File: config.mk
export PLATFORM = sky130hd
export DESIGN_NAME = gf256_mul_pow_inv
export DESIGN_NICKNAME = d
export VERILOG_FILES = /design/src/hw/rtl/gpi_pkg.sv /design/src/hw/rtl/gpi_sqmul.sv /design/src/hw/rtl/gf256_mul_pow_inv.sv
export SDC_FILE = /design/constraint.sdc
export NUM_CORES = 1
export LEC_CHECK = 0
export BUFFER_PORTS_ARGS = -buffer_cell sky130_fd_sc_hd__buf_2
export CAP_MARGIN = 20
export CORE_MARGIN = 4
export CORE_UTILIZATION = 50
export DETAILED_ROUTE_END_ITERATION = 8
export PLACE_DENSITY_LB_ADDON = 0.25
export SLEW_MARGIN = 40
export SYNTH_ARGS = -nofsm -noshare
export SYNTH_HDL_FRONTEND = slang
export SYNTH_HIERARCHICAL = 1
export SYNTH_SLANG_ARGS = --single-unit
File: constraint.sdc
create_clock -name clk -period 2.2 [get_ports clk]
set_input_delay 0.11 -clock clk [delete_from_list [all_inputs] [get_ports clk]]
set_output_delay 0.11 -clock clk [all_outputs]
set_load 0.02 [all_outputs]
File: src/hw/rtl/gpi_pkg.sv
// Shared types, codes and field arithmetic for the GF(2^8) unit.
`timescale 1ns / 1ps

package gpi_pkg;

  localparam int NUM_STAGES = 8;

  localparam logic [7:0] REDUCE_LOW  = 8'h1B;
  localparam logic [7:0] INV_EXP     = 8'hFE;
  localparam logic [7:0] FIELD_ONE   = 8'h01;
  localparam logic [7:0] FIELD_ZERO  = 8'h00;

  localparam logic [1:0] MODE_MUL = 2'd0;
  localparam logic [1:0] MODE_POW = 2'd1;
  localparam logic [1:0] MODE_INV = 2'd2;

  // Running state of one square-and-multiply item.
  typedef struct packed {
    logic [7:0] acc;
    logic [7:0] base;
    logic [7:0] expo;   // remaining exponent bits, consumed from bit 0
  } word_t;

  // Carry-less product reduced by x^8+x^4+x^3+x+1.
  function automatic logic [7:0] gf_mul(input logic [7:0] a, input logic [7:0] b);
    logic [7:0] acc;
    logic [7:0] sh;
    acc = FIELD_ZERO;
    sh  = a;
    for (int i = 0; i < 8; i++) begin
      if (b[i]) begin
        acc = acc ^ sh;
      end
      sh = {sh[6:0], 1'b0} ^ (sh[7] ? REDUCE_LOW : FIELD_ZERO);
    end
    return acc;
  endfunction

endpackage

File: src/hw/rtl/gpi_sqmul.sv
// One square-and-multiply pipeline stage with its own register and valid bit.
`timescale 1ns / 1ps

module gpi_sqmul (
  input  logic           clk,
  input  logic           rst,
  input  logic           in_valid,
  output logic           in_ready,
  input  gpi_pkg::word_t in_data,
  output logic           out_valid,
  input  logic           out_ready,
  output gpi_pkg::word_t out_data
);

  logic           valid;
  gpi_pkg::word_t data;
  gpi_pkg::word_t data_next;

  assign in_ready = !valid || out_ready;

  always_comb begin
    data_next.acc  = in_data.expo[0] ? gpi_pkg::gf_mul(in_data.acc, in_data.base)
                                     : in_data.acc;
    data_next.base = gpi_pkg::gf_mul(in_data.base, in_data.base);
    data_next.expo = {1'b0, in_data.expo[7:1]};
  end

  always_ff @(posedge clk) begin
    if (rst) begin
      valid <= 1'b0;
    end else if (in_ready) begin
      valid <= in_valid;
    end
  end

  always_ff @(posedge clk) begin
    if (in_valid && in_ready) begin
      data <= data_next;
    end
  end

  assign out_valid = valid;
  assign out_data  = data;

endmodule

File: src/hw/rtl/gf256_mul_pow_inv.sv
// Top level: pipelined GF(2^8) multiply, power and inverse unit.
`timescale 1ns / 1ps
//
// Usage:
//  - Input stream s_axis_*: one transfer carries mode, operand_a, operand_b.
//    Mode 0 multiplies a*b, mode 1 raises a to b, mode 2 inverts a (a^254,
//    zero stays zero). Mode 3 returns 0.
//  - Output stream m_axis_*: one transfer per input, in input order.
//  - Path: an input transfer passes one decode register and then eight
//    square-and-multiply stages before it shows on tvalid.
//  - Throughput: one item per cycle unless the receiver stalls; each stage
//    handles one exponent bit with its own pair of GF multipliers.
//  - Every stage has its own valid bit and a per-stage ready, so bubbles
//    collapse: while the receiver stalls, the input keeps taking items
//    until every stage is full, then tready drops. Nothing is lost or
//    repeated.
//  - Reset (rst, synchronous) clears all valid bits; data is not cleared.
//  - Multiply runs through the same stages: acc starts at a, base at b,
//    exponent 1, so the first stage forms a*b and the rest pass it along.

module gf256_mul_pow_inv (
  input  logic        clk,
  input  logic        rst,
  input  logic        s_axis_tvalid,
  output logic        s_axis_tready,
  input  logic [23:0] s_axis_tdata,   // [1:0] mode, [9:2] operand_a, [17:10] operand_b
  output logic        m_axis_tvalid,
  input  logic        m_axis_tready,
  output logic [7:0]  m_axis_tdata    // [7:0] field_result
);

  localparam int NS = gpi_pkg::NUM_STAGES;

  logic [1:0] mode;
  logic [7:0] operand_a;
  logic [7:0] operand_b;

  assign mode      = s_axis_tdata[1:0];
  assign operand_a = s_axis_tdata[9:2];
  assign operand_b = s_axis_tdata[17:10];

  // Decode register
  logic           dec_valid;
  logic           dec_ready;
  gpi_pkg::word_t dec_data;
  gpi_pkg::word_t dec_next;

  always_comb begin
    case (mode)
      gpi_pkg::MODE_MUL: begin
        dec_next.acc  = operand_a;
        dec_next.base = operand_b;
        dec_next.expo = gpi_pkg::FIELD_ONE;
      end
      gpi_pkg::MODE_POW: begin
        dec_next.acc  = gpi_pkg::FIELD_ONE;
        dec_next.base = operand_a;
        dec_next.expo = operand_b;
      end
      gpi_pkg::MODE_INV: begin
        dec_next.acc  = gpi_pkg::FIELD_ONE;
        dec_next.base = operand_a;
        dec_next.expo = gpi_pkg::INV_EXP;
      end
      default: begin
        // unused code: zero accumulator and exponent, so acc stays zero
        dec_next.acc  = gpi_pkg::FIELD_ZERO;
        dec_next.base = operand_a;
        dec_next.expo = gpi_pkg::FIELD_ZERO;
      end
    endcase
  end

  assign s_axis_tready = !dec_valid || dec_ready;

  always_ff @(posedge clk) begin
    if (rst) begin
      dec_valid <= 1'b0;
    end else if (s_axis_tready) begin
      dec_valid <= s_axis_tvalid;
    end
  end

  always_ff @(posedge clk) begin
    if (s_axis_tvalid && s_axis_tready) begin
      dec_data <= dec_next;
    end
  end

  // Square-and-multiply chain, one exponent bit per stage
  logic [NS:0]           stg_valid;
  logic [NS:0]           stg_ready;
  gpi_pkg::word_t [NS:0] stg_data;

  assign stg_valid[0] = dec_valid;
  assign stg_data[0]  = dec_data;
  assign dec_ready    = stg_ready[0];

  for (genvar i = 0; i < NS; i++) begin : g_stage
    gpi_sqmul u_sqmul (
      .clk       (clk),
      .rst       (rst),
      .in_valid  (stg_valid[i]),
      .in_ready  (stg_ready[i]),
      .in_data   (stg_data[i]),
      .out_valid (stg_valid[i+1]),
      .out_ready (stg_ready[i+1]),
      .out_data  (stg_data[i+1])
    );
  end

  assign stg_ready[NS] = m_axis_tready;
  assign m_axis_tvalid = stg_valid[NS];
  assign m_axis_tdata  = stg_data[NS].acc;

  // All exponent bits are used up by the last stage.
  a_expo_done: assert property (@(posedge clk) disable iff (rst)
    m_axis_tvalid |-> (stg_data[NS].expo == gpi_pkg::FIELD_ZERO))
    else $error("exponent not fully consumed at output");

  // Reset empties the pipe.
  a_reset_empty: assert property (@(posedge clk)
    rst |=> (!m_axis_tvalid && !dec_valid))
    else $error("valid bit survived reset");

  // A full decode stage that cannot move keeps its item.
  a_dec_hold: assert property (@(posedge clk) disable iff (rst)
    (dec_valid && !dec_ready) |=> (dec_valid && $stable(dec_data)))
    else $error("decode stage lost a stalled item");

  // Input is refused only when the output side is holding a result.
  a_ready_cause: assert property (@(posedge clk) disable iff (rst)
    !s_axis_tready |-> (m_axis_tvalid && !m_axis_tready))
    else $error("input stalled with room in the pipe");

endmodule

# Word level (Yosys, flattened, before mapping)
# Cells that the tools add are included.
# totals
register_bits	181
# classes
n_eq_ne	2
mux	234
bitwise_logic	210
n_reduce_logical	28
# ops
operator	n
$xor A8 B8 Y8	210
$mux W8	128
$mux W5	105
$pmux W24 S3	1
$logic_and A1 B1 Y1	9
$logic_not A1 Y1	9
$logic_or A1 B1 Y1	9
$eq A2 B1 Y1 const B	1
$eq A2 B2 Y1 const B	1
$logic_not A2 Y1	1

# Logic depth before layout (Yosys ltp)
# depth
word_depth	17
mapped_depth	10
mapped_depth_nobuf	10

# Modules after synthesis
# The synthesis kept the hierarchy.
# by_module_without_submodules
mod	n_inst	cells_per_inst	area_per_inst_um2
gpi_sqmul	8	315	2663.8
gf256_mul_pow_inv	1	68	1051.0

# Worst setup path after synthesis
# Ideal clock, no wire load.
# synth_path
kind	register to register
start	reg g_stage[7].u_sqmul.valid
end	reg dec_data[0] (netlist name) (enable)
setup_ps	361
arrival_ps	2323
required_time_ps	1839
setup_slack_ps	-484
path_stages_with_launch	11
n_path_buf	0
cell_sequence	dfxtp_1 nand2b_1 nand2b_1 nand2b_1 nand2b_1 nand2b_1 nand2b_1 nand2b_1 nand2b_1 nand2b_1 and2_1
# synth_via
elab_chain_cells	11
# synth_lines
item	line_no	source
start: declaration	gpi_sqmul.sv:15	logic valid;
start signal: assignment	gpi_sqmul.sv:32	valid <= in_valid;
$logic_not A1 Y1	gpi_sqmul.sv:19	assign in_ready = !valid || out_ready;
$logic_or A1 B1 Y1	gpi_sqmul.sv:19	
net stg_ready[7]	gf256_mul_pow_inv.sv:92	logic [NS:0] stg_ready;
$logic_or A1 B1 Y1	gpi_sqmul.sv:19	
net stg_ready[6]	gf256_mul_pow_inv.sv:92	
$logic_or A1 B1 Y1	gpi_sqmul.sv:19	
net stg_ready[5]	gf256_mul_pow_inv.sv:92	
$logic_or A1 B1 Y1	gpi_sqmul.sv:19	
net stg_ready[4]	gf256_mul_pow_inv.sv:92	
[... 1 more ...]	--	
net stg_ready[3]	gf256_mul_pow_inv.sv:92	
[... 1 more ...]	--	
net stg_ready[2]	gf256_mul_pow_inv.sv:92	
$logic_or A1 B1 Y1	gpi_sqmul.sv:19	
net stg_ready[1]	gf256_mul_pow_inv.sv:92	
$logic_or A1 B1 Y1	gpi_sqmul.sv:19	
net dec_ready	gf256_mul_pow_inv.sv:44	logic dec_ready;
$logic_or A1 B1 Y1	gf256_mul_pow_inv.sv:74	assign s_axis_tready = !dec_valid || dec_ready;
net s_axis_tready	gf256_mul_pow_inv.sv:25	output logic s_axis_tready,
$logic_and A1 B1 Y1	gf256_mul_pow_inv.sv:85	if (s_axis_tvalid && s_axis_tready) begin
end signal: assignment	gf256_mul_pow_inv.sv:86	dec_data <= dec_next;
end: declaration	gf256_mul_pow_inv.sv:45	gpi_pkg::word_t dec_data;
# The timed path passes the listed nets, and every way through them passes these cells.
# A chain may end at the register's enable or synchronous reset.

# Worst setup path in the final report
# layout_path
start	reg g_stage[7].u_sqmul.valid
end	out s_axis_tready
# layout_via
elab_chain_cells	10
# layout_lines
item	line_no
$logic_not A1 Y1	gpi_sqmul.sv:19
$logic_or A1 B1 Y1	gpi_sqmul.sv:19
net stg_ready[7]	gf256_mul_pow_inv.sv:92
$logic_or A1 B1 Y1	gpi_sqmul.sv:19
net stg_ready[6]	gf256_mul_pow_inv.sv:92
$logic_or A1 B1 Y1	gpi_sqmul.sv:19
net stg_ready[5]	gf256_mul_pow_inv.sv:92
$logic_or A1 B1 Y1	gpi_sqmul.sv:19
net stg_ready[4]	gf256_mul_pow_inv.sv:92
[... 1 more ...]	--
net stg_ready[3]	gf256_mul_pow_inv.sv:92
$logic_or A1 B1 Y1	gpi_sqmul.sv:19
net stg_ready[2]	gf256_mul_pow_inv.sv:92
$logic_or A1 B1 Y1	gpi_sqmul.sv:19
net stg_ready[1]	gf256_mul_pow_inv.sv:92
$logic_or A1 B1 Y1	gpi_sqmul.sv:19
net dec_ready	gf256_mul_pow_inv.sv:44
$logic_or A1 B1 Y1	gf256_mul_pow_inv.sv:74
end: declaration	gf256_mul_pow_inv.sv:25
# The timed path passes the listed nets, and every way through them passes these cells.

==> flow_results.org <==
** Run status
- Run status :: finished, violations left
- The final reports fail on negative setup slack.

** Placement
- Timing analysis after detailed placement gives a worst setup slack of -0.1147 ns.
- Global placer's final weighted congestion :: 0.8863
- After detailed placement, the total cell area comes to 0.02289 mm^2.
- DPL Wire Length :: 36.84 mm
- During placement, the flow inserted port buffers numbering 31.

** Floorplanning
- Horizontal die dimension :: 211.5 um
- Number of placement rows :: 74
- Pin placement for this block handled 38 I/O pins.
- Core Region :: 0.04092 mm^2
- Die extent in y :: 211.5 um
- Initial standard-cell utilization of the core :: 50.58%
- Die area :: 0.04472 mm^2

** GRT
- First-pass GRT wire length :: 82.46 mm
- After global routing, the most crowded layer is met2.
- For this run the aggregate overflow at the end of global routing stands at 0.
- For this run, global-route usage on met2 was measured as 38.06%.
- Total track usage :: 22.20%
- For met1 alone, demand over resource in global routing was 29.36%.
- The initial antenna violation count is 0.
- GR Util met3 :: 2.460%
- Entering global routing, the biggest net connects 27 pins.
- The number of global-route vias before repair is 16590.

** Power
- Summed over all cells, the static leakage comes to 10.62 nW.
- IR analysis of the VDD net gives a maximum drop of 0.5678 mV.
- Total power :: 14.43 mW
- For this design the ratio of total power to cell area is 558.6 mW/mm^2.

** Timing
- Final hold violations :: 0
- Count of endpoints failing setup in the final report :: 11
- The final count of pins violating max slew was 0.
- Worst slew margin :: 56.24%
- Measured slew at the worst slew-check pin :: 0.6564 ns
- After layout, the worst path uses 103.0% of the clock period.
- The routed design could run at a clock period as short as 2.267 ns.
- Setup repair after global routing could not meet its margin everywhere.
- Hold_ws :: 0.06367 ns
- For this run, the top clock speed supported by timing is 441.1 MHz.
- Largest clock skew in the final design :: 0.01086 ns
- Across all setup checks in the final design, the least slack found is -0.06704 ns.

** Clock tree
- Clock latency on the worst-skew pair, taken at its later pin, is 0.46 ns.
- Clock-pin slew was measured on the worst setup and hold paths at 0.08 ns.
- Library cell used as clock root buffer :: clkbuf_16
- In this run the deepest clock path goes through 2 buffers.
- CTS tree :: built
- Counting every sink on the clock net gives 181.
- CTS Buf Count :: 17
- Maximum level of the CTS H-tree :: 4

** Detailed routing
- Once detail routing completed, the nets flagged for antenna violations numbered 0.
- WL per Instance :: 15.89 um
- Summed over all layers, the routed wires come to 51.94 mm.
- TritonRoute pass-1 iters :: 6
- The routed layout has 17340 vias.
- Initial DRC Count :: 1310
- Final routed DRC violation total :: 0
- Ratio of routed vias to standard cells :: 5.305

** Job
- The tool flagged a number of max-cap violations equal to 0.

** Final layout
- Area Overhead vs Synth :: 24.76%
- Share of cells above drive strength 1 :: 25.48%
- Number of nets in the layout :: 2762
- Summing all non-filler instances in the final layout gives an area of 0.02582 mm^2.
- 0 antenna diodes ended up in the layout.
- Filler Cells Inserted :: 3292

** Synthesis
- Netlist area before placement :: 0.02070 mm^2
- When the netlist entered floorplanning its net count stood at 2505.
- Syn Inst Count :: 2466
- In this run the mean area of a mapped cell was 8.394 um^2.
- Warnings from Yosys :: 6

** Worst setup path
- Worst setup EP type :: output port
- Max Fanout on Critical Path :: 3
- Startpoint of the worst-slack reg-to-reg timing path :: g_stage[0].u_sqmul/out_data[21]
- By startpoint and endpoint, the worst setup path is classified as flip-flop to output port.
- Launch point of the worst path :: g_stage[7].u_sqmul/out_valid
- STA puts the critical path data required time at 2.09 ns.
- STA puts the critical path data arrival time at 2.16 ns.
- The worst setup path is launched from a flip-flop.

** Worst hold path
- Class of the most critical hold timing path :: primary input to flip-flop
- In this run the most critical hold path is launched from s_axis_tdata[10].
[stage by stage]
stage / instances / util [%] / setup TNS, ns
finish: 3268 / 63.10 / -0.2745
global route: 3268 / 63.10 / -2.574
CTS: 3187 / 59.11 / -0.1757
detailed placement: 3102 / 55.93 / -5.420
global placement: 3102 / 55.93 / -5.285
floorplan: 2466 / - / 0
[worst max-delay path, stage by stage, from the launching register on]
cell      delay, ns
dfxtp_4        0.36
nand2b_4       0.06
nand2b_4       0.14
nand2b_4       0.13
nand2b_4       0.14
nand2b_4       0.14
nand2b_4       0.14
nand2b_4       0.14
nand2b_4       0.14
nand2b_4       0.16
buf_6          0.14
[timing repair]
item | CTS | global route
setup buffers | 31 | 82
gates cloned | 0 | 4
pin swaps | 32 | 183
hold buffers | 23 | 0
endpoints found under the hold margin | 31 | 0
setup endpoints to repair | 108 | 104
gates resized for setup | 43 | 179
[placed cells by master (no fill, tap or decap), types with 21 or more instances in the layout]
| cell | n |
|---|---|
| xor2_2 | 43 |
| dlygate4sd3_1 | 23 |
| buf_6 | 45 |
| nand2_1 | 532 |
| o21ai_0 | 90 |
| xor2_1 | 216 |
| xnor2_2 | 73 |
| buf_2 | 30 |
| nand3_1 | 22 |
| mux2i_1 | 22 |
| xnor2_1 | 398 |
| inv_1 | 43 |
| buf_4 | 332 |
| nand2b_1 | 31 |
| a21oi_1 | 108 |
| a22oi_1 | 42 |
| nor2b_1 | 25 |
| and3_1 | 21 |
| nor2_1 | 111 |
| edfxtp_1 | 172 |
[area by class of cell]
cell class                      count  area, um^2  share of cell area [%]
Clock inverter                     15       165.2                  0.6396
Multi-Input combinational cell   2018       15180                   58.79
Timing Repair Buffer              454        3845                   14.89
Tap cell                          532       665.6                   2.578
Sequential cell                   181        5349                   20.71
Clock buffer                       17       425.4                   1.647
Inverter                           51       191.4                  0.7413
[state kept, by name (all words and copies together), names as in the netlist]
signal	cells
dec_data	24
dec_valid	1
g_stage.u_sqmul/out_data	148
g_stage.u_sqmul/out_valid	8
[power breakdown]
group / leakage (nW) / total [mW] / internal, mW / switching (mW)
Sequential: 1.65 / 4.33 / 4.10 / 0.228
Combinational: 8.69 / 7.07 / 3.65 / 3.42
Clock: 0.283 / 3.03 / 1.52 / 1.51
Total: 10.6 / 14.4 / 9.27 / 5.15
[worst paths after layout]
| kind | slack (ns) | endpoint | cells after the start |
|---|---|---|---|
| max reg2reg | -0.05 | g_stage[1].u_sqmul/out_data[20] | 8 |
| max | -0.07 | s_axis_tready | 10 |
| min reg2reg | 0.42 | g_stage[2].u_sqmul/out_data[1] | 0 |
| min | 0.06 | dec_data[0] | 3 |
[metal layers]
layer | vias up | share of wire [%]
met5 | - | 0
met4 | 0 | 2.4
met3 | 96 | 3.9
met2 | 432 | 50
met1 | 8289 | 43
li1 | 8520 | -
No activity file was read; power rests on OpenSTA's default activity.
